$ cat config.mk
export PLATFORM = sky130hd
export DESIGN_NAME = frame_playback_sequencer_unit
export DESIGN_NICKNAME = d
export VERILOG_FILES = /design/src/hw/rtl/fps_pkg.sv /design/src/hw/rtl/fps_csr.sv /design/src/hw/rtl/fps_step.sv /design/src/hw/rtl/frame_playback_sequencer_unit.sv
export SDC_FILE = /design/constraint.sdc
export NUM_CORES = 1
export LEC_CHECK = 0
export ABC_CLOCK_PERIOD_IN_PS = 4400
export BUFFER_PORTS_ARGS = -buffer_cell sky130_fd_sc_hd__buf_2
export CORE_ASPECT_RATIO = 0.6
export CORE_MARGIN = 2
export CORE_UTILIZATION = 56
export CTS_CLUSTER_DIAMETER = 100
export DETAILED_ROUTE_END_ITERATION = 12
export GPL_ROUTABILITY_DRIVEN = 0
export PLACE_DENSITY = 0.77
export SYNTH_ARGS = -nofsm -noshare
export SYNTH_HDL_FRONTEND = slang
export SYNTH_SLANG_ARGS = --single-unit
$ cat constraint.sdc
create_clock -name clock -period 4.4 [get_ports clock]
set_input_delay 0.44 -clock clock [delete_from_list [all_inputs] [get_ports clock]]
set_output_delay 0.44 -clock clock [all_outputs]
set_load 0.05 [all_outputs]
$ cat src/hw/rtl/fps_pkg.sv
// Shared types and constants for the frame playback sequencer.
`timescale 1ns / 1ps

package fps_pkg;

   localparam int TimeWidth   = 32;
   localparam int FrameWidth  = 15;
   localparam int FpsWidth    = 8;
   localparam int PeriodWidth = 20;
   localparam int CorrWidth   = 8;
   localparam int OpWidth     = 3;
   localparam int ModeWidth   = 3;
   localparam int CsrAddrWidth = 2;
   localparam int CsrDataWidth = 20;
   localparam int ReqDataWidth = 40;
   localparam int RspDataWidth = 24;

   localparam logic [FpsWidth-1:0]    FpsReset    = 8'd30;
   localparam logic [PeriodWidth-1:0] PeriodReset = 20'd33333;
   localparam logic [CorrWidth-1:0]   CorrReset   = 8'd10;

   // command codes
   localparam logic [OpWidth-1:0] OP_TICK  = 3'd0;
   localparam logic [OpWidth-1:0] OP_PLAY  = 3'd1;
   localparam logic [OpWidth-1:0] OP_PAUSE = 3'd2;
   localparam logic [OpWidth-1:0] OP_LOOP  = 3'd3;
   localparam logic [OpWidth-1:0] OP_STOP  = 3'd4;
   localparam logic [OpWidth-1:0] OP_LIVE  = 3'd5;

   // register indexes
   localparam logic [CsrAddrWidth-1:0] CSR_FRAME_COUNT = 2'd0;
   localparam logic [CsrAddrWidth-1:0] CSR_FPS         = 2'd1;
   localparam logic [CsrAddrWidth-1:0] CSR_PERIOD      = 2'd2;
   localparam logic [CsrAddrWidth-1:0] CSR_CORRECTION  = 2'd3;

   typedef enum logic [ModeWidth-1:0] {
      PB_IDLE  = 3'd0,
      PB_PLAY  = 3'd1,
      PB_PAUSE = 3'd2,
      PB_LOOP  = 3'd3,
      PB_STOP  = 3'd4,
      PB_LIVE  = 3'd5
   } mode_type;

   typedef struct packed {
      logic [FrameWidth-1:0]  frame_count;
      logic [FpsWidth-1:0]    frames_per_second;
      logic [PeriodWidth-1:0] frame_period_us;
      logic [CorrWidth-1:0]   second_correction_us;
   } cfg_type;

   typedef struct packed {
      mode_type               mode;
      logic [TimeWidth-1:0]   last_time;
      logic [FrameWidth-1:0]  frame_idx;
      logic [FpsWidth-1:0]    frame_in_sec;
   } state_type;

   typedef struct packed {
      mode_type              prev_mode;
      logic                  mode_changed;
      logic                  frame_advanced;
      logic [FrameWidth-1:0] frame_number;
      mode_type              mode_now;
   } result_type;

endpackage

$ cat src/hw/rtl/fps_csr.sv
// Configuration registers of the frame playback sequencer.
`timescale 1ns / 1ps

module fps_csr (
   input  logic                              clock,
   input  logic                              reset,
   input  logic                              csr_we,
   input  logic [fps_pkg::CsrAddrWidth-1:0]  csr_addr,
   input  logic [fps_pkg::CsrDataWidth-1:0]  csr_wdata,
   output fps_pkg::cfg_type                  cfg
);

   fps_pkg::cfg_type cfg_ff;
   fps_pkg::cfg_type cfg_in;

   always_comb begin
      cfg_in = cfg_ff;
      if (csr_we) begin
         unique case (csr_addr)
            fps_pkg::CSR_FRAME_COUNT:
               cfg_in.frame_count = csr_wdata[fps_pkg::FrameWidth-1:0];
            fps_pkg::CSR_FPS:
               cfg_in.frames_per_second = csr_wdata[fps_pkg::FpsWidth-1:0];
            fps_pkg::CSR_PERIOD:
               cfg_in.frame_period_us = csr_wdata[fps_pkg::PeriodWidth-1:0];
            fps_pkg::CSR_CORRECTION:
               cfg_in.second_correction_us = csr_wdata[fps_pkg::CorrWidth-1:0];
            default: cfg_in = cfg_ff;
         endcase
      end
   end

   always_ff @(posedge clock) begin
      if (reset) begin
         cfg_ff.frame_count          <= '0;
         cfg_ff.frames_per_second    <= fps_pkg::FpsReset;
         cfg_ff.frame_period_us      <= fps_pkg::PeriodReset;
         cfg_ff.second_correction_us <= fps_pkg::CorrReset;
      end else begin
         cfg_ff <= cfg_in;
      end
   end

   assign cfg = cfg_ff;

endmodule

$ cat src/hw/rtl/fps_step.sv
// Next-state and result logic for one command word.
`timescale 1ns / 1ps

module fps_step (
   input  logic [fps_pkg::OpWidth-1:0]   op,
   input  logic [fps_pkg::TimeWidth-1:0] now_time,
   input  logic                          all_neutral,
   input  fps_pkg::cfg_type              cfg,
   input  fps_pkg::state_type            st,
   output fps_pkg::state_type            st_next,
   output fps_pkg::result_type           res
);

   logic [fps_pkg::TimeWidth-1:0]  elapsed;
   logic [fps_pkg::TimeWidth-1:0]  corr;
   logic [fps_pkg::FrameWidth:0]   idx_inc;
   logic [fps_pkg::FpsWidth-1:0]   fis_inc;
   logic                           due;
   logic                           wrap;
   logic                           sec_end;
   logic                           running;
   logic                           fired;
   logic                           advanced;

   assign elapsed = now_time - st.last_time;
   assign corr    = {{(fps_pkg::TimeWidth-fps_pkg::CorrWidth)
                       {cfg.second_correction_us[fps_pkg::CorrWidth-1]}},
                     cfg.second_correction_us};
   assign due     = (elapsed >= {{(fps_pkg::TimeWidth-fps_pkg::PeriodWidth){1'b0}},
                                 cfg.frame_period_us})
                    && (cfg.frame_count != '0);
   assign idx_inc = {1'b0, st.frame_idx} + {{fps_pkg::FrameWidth{1'b0}}, 1'b1};
   assign wrap    = idx_inc >= {1'b0, cfg.frame_count};
   assign fis_inc = st.frame_in_sec + {{(fps_pkg::FpsWidth-1){1'b0}}, 1'b1};
   // a zero frame rate makes every frame a second boundary
   assign sec_end = fis_inc >= cfg.frames_per_second;
   assign running = (st.mode == fps_pkg::PB_PLAY) || (st.mode == fps_pkg::PB_LOOP);

   always_comb begin
      st_next  = st;
      fired    = 1'b0;
      advanced = 1'b0;
      unique case (op)
         fps_pkg::OP_TICK: begin
            if (running) begin
               if (due) begin
                  advanced = 1'b1;
                  if (wrap) begin
                     st_next.frame_idx    = '0;
                     st_next.frame_in_sec = '0;
                     st_next.last_time    = now_time + corr;
                     // end of animation: loop restarts, play goes idle
                     fired        = 1'b1;
                     st_next.mode = (st.mode == fps_pkg::PB_LOOP) ?
                                    fps_pkg::PB_LOOP : fps_pkg::PB_IDLE;
                  end else begin
                     st_next.frame_idx    = idx_inc[fps_pkg::FrameWidth-1:0];
                     st_next.frame_in_sec = sec_end ? '0 : fis_inc;
                     st_next.last_time    = sec_end ? now_time + corr : now_time;
                  end
               end
            end else if (st.mode == fps_pkg::PB_STOP && all_neutral) begin
               fired        = 1'b1;
               st_next.mode = fps_pkg::PB_IDLE;
            end
         end
         fps_pkg::OP_PLAY, fps_pkg::OP_LOOP: begin
            if (st.mode == fps_pkg::PB_IDLE || st.mode == fps_pkg::PB_PAUSE) begin
               fired             = 1'b1;
               st_next.last_time = now_time;
               st_next.mode      = (op == fps_pkg::OP_PLAY) ?
                                   fps_pkg::PB_PLAY : fps_pkg::PB_LOOP;
            end
         end
         fps_pkg::OP_PAUSE: begin
            if (running) begin
               fired        = 1'b1;
               st_next.mode = fps_pkg::PB_PAUSE;
            end
         end
         fps_pkg::OP_STOP: begin
            if (st.mode != fps_pkg::PB_IDLE && st.mode != fps_pkg::PB_STOP) begin
               fired                = 1'b1;
               st_next.frame_idx    = '0;
               st_next.frame_in_sec = '0;
               st_next.mode         = fps_pkg::PB_STOP;
            end
         end
         fps_pkg::OP_LIVE: begin
            if (st.mode == fps_pkg::PB_IDLE) begin
               fired        = 1'b1;
               st_next.mode = fps_pkg::PB_LIVE;
            end
         end
         default: st_next = st;
      endcase
   end

   assign res.mode_now       = st_next.mode;
   assign res.frame_number   = st_next.frame_idx;
   assign res.frame_advanced = advanced;
   assign res.mode_changed   = fired;
   assign res.prev_mode      = fired ? st.mode : st_next.mode;

endmodule

$ cat src/hw/rtl/frame_playback_sequencer_unit.sv
// Top level of the frame playback sequencer: word registers and state.
`timescale 1ns / 1ps

// Playback mode machine with a drift-corrected frame timer.
// req_ carries one command word: tuser holds the opcode (tick, play, pause,
// loop, stop, live), tdata the microsecond time and the all-neutral flag.
// rsp_ returns exactly one result word per command: mode, frame number,
// frame-advanced and mode-changed flags, and the previous mode.
// csr_ writes the frame count, frame rate, frame period and the signed
// per-second correction; write only while no command is in flight.
// The req_ accepting edge loads the input register; the word then moves on to the
// result register, which drives rsp_tvalid, once that register is free or being drained.
// Throughput: one word per cycle while rsp_tready is high, set by the state update.
// When rsp_tready is low the result register holds, the input register
// fills, and req_tready drops; nothing is lost and flow resumes at full rate.
// Reset (synchronous) empties both registers, puts the mode to idle, clears
// frame time, frame and second position, and loads the default settings.
module frame_playback_sequencer_unit (
   input  logic                               clock,
   input  logic                               reset,
   input  logic                               req_tvalid,
   output logic                               req_tready,
   input  logic [fps_pkg::ReqDataWidth-1:0]   req_tdata,  // now_time, all_neutral, zero pad
   input  logic [fps_pkg::OpWidth-1:0]        req_tuser,  // op
   output logic                               rsp_tvalid,
   input  logic                               rsp_tready,
   // mode_now, frame_number, frame_advanced, mode_changed, prev_mode, zero pad
   output logic [fps_pkg::RspDataWidth-1:0]   rsp_tdata,
   input  logic                               csr_we,
   input  logic [fps_pkg::CsrAddrWidth-1:0]   csr_addr,
   input  logic [fps_pkg::CsrDataWidth-1:0]   csr_wdata
);

   localparam int ResultWidth = $bits(fps_pkg::result_type);

   fps_pkg::cfg_type    cfg;
   fps_pkg::state_type  st_ff;
   fps_pkg::state_type  st_in;
   fps_pkg::result_type res;

   logic                            in_valid_ff;
   logic [fps_pkg::OpWidth-1:0]     in_op_ff;
   logic [fps_pkg::TimeWidth-1:0]   in_now_ff;
   logic                            in_neutral_ff;
   logic                            out_valid_ff;
   logic [fps_pkg::RspDataWidth-1:0] out_data_ff;
   logic                            advance;
   logic                            req_take;

   fps_csr u_csr (
      .clock     (clock),
      .reset     (reset),
      .csr_we    (csr_we),
      .csr_addr  (csr_addr),
      .csr_wdata (csr_wdata),
      .cfg       (cfg)
   );

   fps_step u_step (
      .op          (in_op_ff),
      .now_time    (in_now_ff),
      .all_neutral (in_neutral_ff),
      .cfg         (cfg),
      .st          (st_ff),
      .st_next     (st_in),
      .res         (res)
   );

   // the held word moves on when the result register is free or being drained
   assign advance    = in_valid_ff && (!out_valid_ff || rsp_tready);
   assign req_tready = !in_valid_ff || advance;
   assign req_take   = req_tvalid && req_tready;

   always_ff @(posedge clock) begin
      if (reset) begin
         in_valid_ff            <= 1'b0;
         out_valid_ff           <= 1'b0;
         st_ff.mode             <= fps_pkg::PB_IDLE;
         st_ff.last_time        <= '0;
         st_ff.frame_idx        <= '0;
         st_ff.frame_in_sec     <= '0;
      end else begin
         if (req_take) begin
            in_valid_ff <= 1'b1;
         end else if (advance) begin
            in_valid_ff <= 1'b0;
         end
         if (advance) begin
            out_valid_ff <= 1'b1;
            st_ff        <= st_in;
         end else if (rsp_tready) begin
            out_valid_ff <= 1'b0;
         end
      end
   end

   always_ff @(posedge clock) begin
      if (req_take) begin
         in_op_ff      <= req_tuser;
         in_now_ff     <= req_tdata[fps_pkg::TimeWidth-1:0];
         in_neutral_ff <= req_tdata[fps_pkg::TimeWidth];
      end
      if (advance) begin
         out_data_ff <= {{(fps_pkg::RspDataWidth-ResultWidth){1'b0}}, res};
      end
   end

   assign rsp_tvalid = out_valid_ff;
   assign rsp_tdata  = out_data_ff;

endmodule

==> results of run 1 <==
through the flow:
stage	setup slack, ps	util, %	instances
floorplan	-129	-	1360
global placement	-322	64.0	1758
detailed placement	-316	64.0	1758
CTS	-266	67.2	1795
global route	-539	68.1	1801
finish	-265	68.1	1801
kinds of logic after synthesis:
logic type,synth area share (%)
xor+xnor,5.03
buf+inv,6.68
compound gates,27.0
simple gates,15.8
fa+ha+maj,11.5
flops,33.2
other cells,0.0312
mux,0.770
worst max-delay path by stage:
stage	to	slack [ps]	depth (start not counted)
finish	rsp_tdata[7]	-270	24
global route	st_ff[29]	-540	24
CTS	rsp_tdata[15]	-270	22
detailed placement	rsp_tdata[6]	-320	24
global placement	rsp_tdata[6]	-320	22
floorplan	rsp_tdata[6]	-130	22
registers in the layout (all words and copies together) (netlist names):
name / flops
in_neutral_ff: 1
in_now_ff: 32
in_op_ff: 3
in_valid_ff: 1
rsp_tdata: 23
rsp_tvalid: 1
st_ff: 58
u_csr.cfg: 51
cell usage in the layout, fill, tap and decap left out, drive strengths merged, types with 10 or more instances in the layout:
master,synthesis,layout
a21oi,129,129
buf,25,206
edfxtp,59,59
and3,22,22
a32o,12,12
nand3,29,29
nor2,79,79
inv,102,115
or3,10,10
xor2,26,26
dfxtp,111,111
nand2b,12,12
o21ai,62,62
nor3,19,19
o21a,10,10
a221oi,31,31
xnor2,43,43
o211ai,15,15
nor4,10,10
nand2,171,171
a21o,32,32
ha,107,107
nand4,13,13
a211oi,43,43
clkbuf,52,18
power by group through the flow:
stage,Sequential (mW),Clock [mW],Combinational [mW]
floorplan,1.79,0,0.620
global placement,1.77,0,0.898
detailed placement,1.77,0,0.923
CTS,1.74,1.52,0.942
global route,1.74,1.59,1.06
finish,1.74,1.51,0.972
layer usage:
| metal | vias up | GRT usage, % | part of all wire (%) |
|---|---|---|---|
| li1 | 5285 | - | - |
| met1 | 5171 | 43.9 | 49 |
| met2 | 413 | 40.7 | 42 |
| met3 | 38 | 5.66 | 7.8 |
| met4 | 0 | 6.30 | 1.2 |
| met5 | - | 0 | 0 |
what timing repair did:
item	CTS	global route
cloned	0	2
gates resized for setup	16	33
setup buffers	5	4
pin swaps	5	4
endpoints found under the setup margin	73	74
final cells by class:
type                            instances  area share (%)
Multi-Input combinational cell       1010            52.3
Sequential cell                       170            27.9
Timing Repair Buffer                  207            10.6
Clock buffer                           17            2.97
Inverter                              103            2.70
Tap cell                              279            2.44
Clock inverter                         15            1.02
==> summary.txt, run 1 <==
total of max-cap violations = 0
CP Capture Type = register
Multi-input gate area = 7490 um^2
initial antenna violation count = 0
worst slew margin relative to its limit = 30.5%
crit path from = in_now_ff[4]
core footprint = 21000 um^2
Post-synth EDFFs = 59
P_sw = 1.38 mW
Max stage delay cell, worst path = edfxtp_1
status = finished with violations
Post-Syn Area per Cell = 8.84 um^2
failing checks = setup timing
Final Hold Fails = 0
Setup WS post-layout = -265 ps
clk buf depth = 2
Worst-Skew Late Latency = 460 ps
Tot GR Track Use = 28.5%
most common cell in the netlist = nand2_1
Area growth, synth to finish = 19.1%
worst min-delay path endpoint = in_now_ff[19]
Total Power = 4.22 mW
io pins = 96
diodes inserted = 0
Detail Route Antenna Nets = 0
die area = 22700 um^2
syn_nets = 1539
final setup TNS = -13370 ps
Power Density = 295 nW/um^2
# rows = 41
vias in the first global route = 10.0k
Crit path max-delay family = simple AND/OR/NAND/NOR gates
drt total wl = 32.7 mm
hold path startpoint = req_tdata[19]
fin crit share = 106%
number of synthesized register bits = 170
pin count of the biggest net entering global routing = 78
Worst setup SP type = register
Reg2Reg Launch Point = in_now_ff[4]
CP required = 4710 ps
WL/cell = 18.2 um
sw frac = 32.7%
Die Y = 118 um
P_int = 2.84 mW
crit-path max cell delay = 450 ps
Starting Density = 57.2%
synth warn = 0
hold_ws = 156 ps
Setup CP Type = register to register
global-route wire length before repair = 51.4 mm
Synth async-reset ratio = 0%
Worst Path Arrival = 4970 ps
Num CTS Buffers = 17
fin. max-slew vios = 0
total iterations of the first detailed-routing run = 5
sequential share of the synthesized area = 33.2%
dpl cell area = 13500 um^2
CP Cell Sequence = ha_4 -> a21o_1 -> or3_4 -> o21ai_4 -> o211a_1 -> a21oi_2 -> a21oi_1 -> o21bai_1 -> xor2_1 -> ha_1 -> a211oi_2 -> nor2_1 -> nor4_1 -> nand4_1 -> nor4_1 -> nand4_1 -> nor4_4 -> buf_12 -> buf_6 -> nor3_4 -> buf_12 -> buf_6 -> o221a_1 -> a21oi_2
fin crit period = 4670 ps
hold_buf cts = 0
Yosys top cell area share = 18.5%
area leader, netlist = dfxtp_1
Hold Path Stages = 1
Worst-path clk slew = 80 ps
DRC = 0
die width = 193 um
Peak VDD IR = 0.276 mV
via count = 10.9k
CTS tree = done
top_reg_cell synth = dfxtp_1
Distinct cells, synth = 82
Hold Path Class = input pin to register
Root Buffer Master = clkbuf_16
CTS sink count = 170
top cells by instance count after synthesis = nand2_1 (171), a21oi_1 (120), dfxtp_1 (111)
FF-to-FF path depth = 24
WP buf/inv = 4
drt via density = 6.06
Mapped Area = 12000 um^2
fin area = 14300 um^2
Post-DP HPWL = 23.8 mm
# setup viols final = 74
Tightest Pin Transition = 1040 ps
register area = 3990 um^2
Max Clock Skew = 13.4 ps
power share of the clock group = 35.8%
power share of the sequential group = 41.2%
setup slack, reg-to-reg = -270 ps
# fillers = 1666
cell count after synthesis = 1360
unrepaired setup endpoints after global routing = yes
Combinational Power Share = 23.0%
Initial DRC Count = 1013
r2r endpoint = rsp_tdata[7]
share of cells above drive strength 1 = 23.9%
PortBufs = 87
final net count = 1688
# H-tree levels = 4
top post-synthesis cells by area = dfxtp_1 (18%), edfxtp_1 (15%), ha_1 (11%)
largest fanout on the critical path = 9
Leakage = 5.90 nW
grt ovf = 0
Peak Freq = 214 MHz
No activity file was read; power rests on OpenSTA's default activity.
==> run 2, diff against run 1 <==
--- a/config.mk
+++ b/config.mk
@@ -16,4 +16,5 @@
 export PLACE_DENSITY = 0.77
 export SYNTH_ARGS = -nofsm -noshare
 export SYNTH_HDL_FRONTEND = slang
+export SYNTH_HIERARCHICAL = 1
 export SYNTH_SLANG_ARGS = --single-unit
==> summary.txt, run 2 <==
share of cells above drive strength 1 = 20.5%
Synth async-reset ratio = 0%
Mapped Area = 13100 um^2
# H-tree levels = 4
die width = 201 um
Final Hold Fails = 0
top post-synthesis cells by area = dfxtp_1 (17%), edfxtp_1 (14%), ha_1 (10%)
diodes inserted = 0
Tot GR Track Use = 30.8%
Detail Route Antenna Nets = 0
syn_nets = 1647
CP Cell Sequence = ha_1 -> nor2b_4 -> o31a_1 -> o41a_1 -> o211ai_1 -> buf_4 -> a21boi_2 -> a21o_1 -> a21oi_2 -> o21ai_2 -> xor2_1 -> ha_1 -> and4_4 -> o41ai_4 -> o2111ai_1 -> or4_1 -> or4_4 -> nor4_4 -> a21oi_2 -> a21o_4 -> buf_12 -> a221o_1 -> nand2b_1 -> mux2i_1
WL/cell = 19.1 um
Crit path max-delay family = compound AO/OA/AOI/OAI gates
sequential share of the synthesized area = 30.6%
CTS tree = done
pin count of the biggest net entering global routing = 78
Max Clock Skew = 18.6 ps
most common cell in the netlist = nand2b_1
# setup viols final = 74
Num CTS Buffers = 17
initial antenna violation count = 0
Yosys top cell area share = 17.0%
total of max-cap violations = 0
WP buf/inv = 2
# fillers = 1836
final net count = 1834
grt ovf = 0
CP required = 4720 ps
Distinct cells, synth = 79
Peak Freq = 176 MHz
dpl cell area = 14500 um^2
drt via density = 5.98
DRC = 0
fin. max-slew vios = 0
Biggest register = st_ff
Worst Path Arrival = 6000 ps
io pins = 96
DP Worst Slack = -1550 ps
Post-Syn Area per Cell = 8.89 um^2
Leakage = 6.64 nW
Worst setup SP type = register
max reg flops = 58
cell count after synthesis = 1468
final setup TNS = -83950 ps
Root Buffer Master = clkbuf_16
Peak VDD IR = 0.288 mV
Tightest Pin Transition = 1140 ps
unrepaired setup endpoints after global routing = yes
top_reg_cell synth = dfxtp_1
most common cell after layout, fill and taps aside = nand2b_1
clk buf depth = 2
vias in the first global route = 11.2k
crit-path max cell delay = 500 ps
worst slew margin relative to its limit = 24.1%
die area = 24600 um^2
status = finished with violations
Area growth, synth to finish = 19.9%
area leader, netlist = dfxtp_1
Post-synth EDFFs = 59
top cells by instance count after synthesis = nand2b_1 (194), dfxtp_1 (111), mux2i_1 (111)
Die Y = 122 um
CP Capture Type = register
number of synthesized register bits = 170
Max stage delay cell, worst path = or4_1
core footprint = 23000 um^2
via count = 11.9k
failing checks = setup timing
total iterations of the first detailed-routing run = 6
fin crit period = 5680 ps
Setup CP Type = register to register
Post-Layout Cell Count = 1983
synth warn = 6
most frequent cells in the layout = nand2b_1 (194), buf_4 (164), mux2i_1 (111), dfxtp_1 (111), ha_1 (106)
Power Density = 283 nW/um^2
Post-DP HPWL = 27.3 mm
CTS sink count = 170
global-route wire length before repair = 59.4 mm
Initial DRC Count = 1196
# rows = 43
Hold Path Class = input pin to register
largest fanout on the critical path = 6
fin area = 15700 um^2
hold_ws = 146 ps
Starting Density = 56.8%
Setup WS post-layout = -1280 ps
Inst Count DP = 1917
Worst-Skew Late Latency = 460 ps
fin crit share = 129%
Worst-path clk slew = 70 ps
drt total wl = 37.8 mm
PortBufs = 87
run 2: cell count changes after synthesis, moves of 13 or more:
cell      before  now
a211oi_2      30    0
a21oi_1      120   83
a221o_1        2   36
a221oi_2      31    0
a22o_1         2   15
buf_2          6   20
buf_4          3   28
mux2i_1        7  111
nand2_1      171   59
nand2b_1      12  194
nor3_1        18   41
o21ai_0       58   39
run 2: area by class of cell:
class | instances | area [um^2] | area share, %
multi-input combinational | 1100 | 8340 | 53.3
sequential | 170 | 3990 | 25.5
timing repair buffer | 268 | 1930 | 12.3
clock buffer | 20 | 437 | 2.79
tap | 315 | 394 | 2.52
inverter | 98 | 368 | 2.35
clock inverter | 12 | 196 | 1.26
run 2: per-stage QoR:
step                utilization, %  power [mW]
detailed placement            63.2        2.70
finish                        68.1        4.42
floorplan                        -        2.38
global route                  68.1        4.58
global placement              63.2        2.67
CTS                           68.0        4.41
run 2: cells by family (layout without fill, tap and decap cells):
family	count (synthesis)	in the layout	share of synthesized area [%]
simple gates	488	488	20.8
compound gates	330	330	18.3
buf+inv	198	398	7.06
flops	170	170	30.6
mux	114	114	8.77
fa+ha+maj	109	109	10.6
xor+xnor	58	58	3.89
other cells	1	1	0.0287
run 2: worst paths after layout:
check	from	to	slack [ps]	cells after the start
min reg2reg	st_ff[35]	st_ff[35]	480	2
min	req_tdata[26]	in_now_ff[26]	150	1
max reg2reg	in_now_ff[1]	st_ff[34]	-1280	24
max	in_now_ff[1]	st_ff[34]	-1280	24
run 2: what timing repair did:
| action | in CTS | in global routing |
|---|---|---|
| pin swaps | 34 | 13 |
| setup endpoints to repair | 74 | 74 |
| gates cloned | 4 | 1 |
| gates resized for setup | 41 | 10 |
| hold buffers | 0 | 0 |
| buffers inserted | 28 | 4 |
run 2: per-layer routing:
layer | track usage (%) | up-vias | wire length, um
li1 | - | 5659 | -
met1 | 44.6 | 5605 | 18000
met2 | 45.8 | 539 | 15600
met3 | 7.14 | 48 | 3650
met4 | 8.98 | 0 | 580
met5 | 0 | - | 0
run 2: report_power, final:
group	internal [mW]	total (mW)	leakage [nW]	switching, mW
combinational	0.453	1.02	4.87	0.566
sequential	1.68	1.73	1.46	0.0505
clock	1.01	1.67	0.305	0.664
==> run 3, diff against run 2 <==
--- a/config.mk
+++ b/config.mk
@@ -8,7 +8,6 @@
 export ABC_CLOCK_PERIOD_IN_PS = 4400
 export BUFFER_PORTS_ARGS = -buffer_cell sky130_fd_sc_hd__buf_2
 export CORE_ASPECT_RATIO = 0.6
-export CORE_MARGIN = 2
 export CORE_UTILIZATION = 56
 export CTS_CLUSTER_DIAMETER = 100
 export DETAILED_ROUTE_END_ITERATION = 12
==> summary.txt, run 3 (same netlist as run 2, synthesis figures left out) <==
CTS sink count = 170
# setup viols final = 74
Worst Path Arrival = 6110 ps
Initial DRC Count = 1134
die area = 24000 um^2
Detail Route Antenna Nets = 0
Peak Freq = 174 MHz
Post-Layout Cell Count = 1964
Total Power = 4.27 mW
PortBufs = 87
core footprint = 22400 um^2
Max stage delay cell, worst path = or4_4
most common cell after layout, fill and taps aside = nand2b_1
status = finished with violations
failing checks = setup timing
share of cells above drive strength 1 = 20.8%
fin crit share = 130%
Tightest Pin Transition = 1060 ps
WP buf/inv = 6
Max Clock Skew = 11.6 ps
total iterations of the first detailed-routing run = 8
Setup WS post-layout = -1330 ps
Worst setup SP type = register
Final Hold Fails = 0
Power Density = 273 nW/um^2
drt via density = 6.11
dpl cell area = 14500 um^2
io pins = 96
global-route wire length before repair = 58.9 mm
Biggest register = st_ff
worst slew margin relative to its limit = 29.3%
# H-tree levels = 4
unrepaired setup endpoints after global routing = yes
largest fanout on the critical path = 10
fin area = 15600 um^2
Post-DP HPWL = 26.0 mm
cell mode on critical path = buf_4
Num CTS Buffers = 17
final net count = 1822
Layout Utilization = 69.6%
vias in the first global route = 11.1k
pin count of the biggest net entering global routing = 138
total of max-cap violations = 0
WL/cell = 19.2 um
drt total wl = 37.6 mm
crit-path max cell delay = 450 ps
Area growth, synth to finish = 19.7%
Hold Path Class = input pin to register
die width = 199 um
initial antenna violation count = 0
Peak VDD IR = 0.289 mV
hold_buf cts = 0
via count = 12.0k
# rows = 42
Leakage = 6.59 nW
grt ovf = 0
fin. max-slew vios = 0
clk buf depth = 2
fin crit period = 5730 ps
most frequent cells in the layout = nand2b_1 (192), buf_4 (149), mux2i_1 (111), dfxtp_1 (110), ha_1 (107)
Tot GR Track Use = 31.8%
DP Worst Slack = -1450 ps
Die Y = 120 um
Starting Density = 58.2%
diodes inserted = 0
CP required = 4780 ps
CP Capture Type = register
Worst-Skew Late Latency = 460 ps
Setup CP Type = register to register
Worst-path clk slew = 70 ps
DRC = 0
Inst Count DP = 1908
max reg flops = 58
Root Buffer Master = clkbuf_16
CTS tree = done
Crit path max-delay family = compound AO/OA/AOI/OAI gates
-- run 3: changes by cell type in the layout (fill, tap and decap cells not counted), sizes merged --
cell,delta
buf,-13
bufinv,-4
clkbuf,+3
clkinvlp,+2
-- run 3: where the power goes --
| group | switching (mW) | internal, mW | total, mW | leakage, nW |
|---|---|---|---|---|
| Sequential | 0.0493 | 1.68 | 1.73 | 1.46 |
| Clock | 0.655 | 0.855 | 1.51 | 0.287 |
| Combinational | 0.575 | 0.450 | 1.03 | 4.84 |
-- run 3: layout make-up --
type / instances / area [um^2]
well taps: 308 / 385
repair buffers: 256 / 1890
clock inverters: 10 / 88.8
clock buffers: 22 / 495
flip-flops and latches: 170 / 4000
multi-input cells: 1100 / 8400
inverters: 98 / 368
fillers: 1766 / 6810
-- run 3: path summary, 6_finish.rpt --
kind,end,start,slack [ps],cells after the start
max,st_ff[11],in_now_ff[0],-1330,25
min,in_now_ff[27],req_tdata[27],150,1
min reg2reg,st_ff[30],st_ff[30],480,2
max reg2reg,st_ff[11],in_now_ff[0],-1330,25
-- run 3: what timing repair did --
item,4_1_cts,5_1_grt
cloned,6,2
resized for setup,38,40
setup endpoints to repair,74,74
setup buffers,15,8
pin swaps,42,31
-- run 3: metal layers --
layer	share of wire (%)	vias up	global-route usage, %
met3	9.4	85	6.25
met5	0	-	0
met4	2.5	0	11.3
met2	42	566	45.5
li1	-	5639	-
met1	46	5710	46.8
-- run 3: through the flow --
stage               setup TNS, ps  hold WS [ps]
floorplan                  -70390           447
global placement           -78810           458
detailed placement         -94400           464
CTS                        -79930           137
global route              -105820           126
finish                     -91770           153
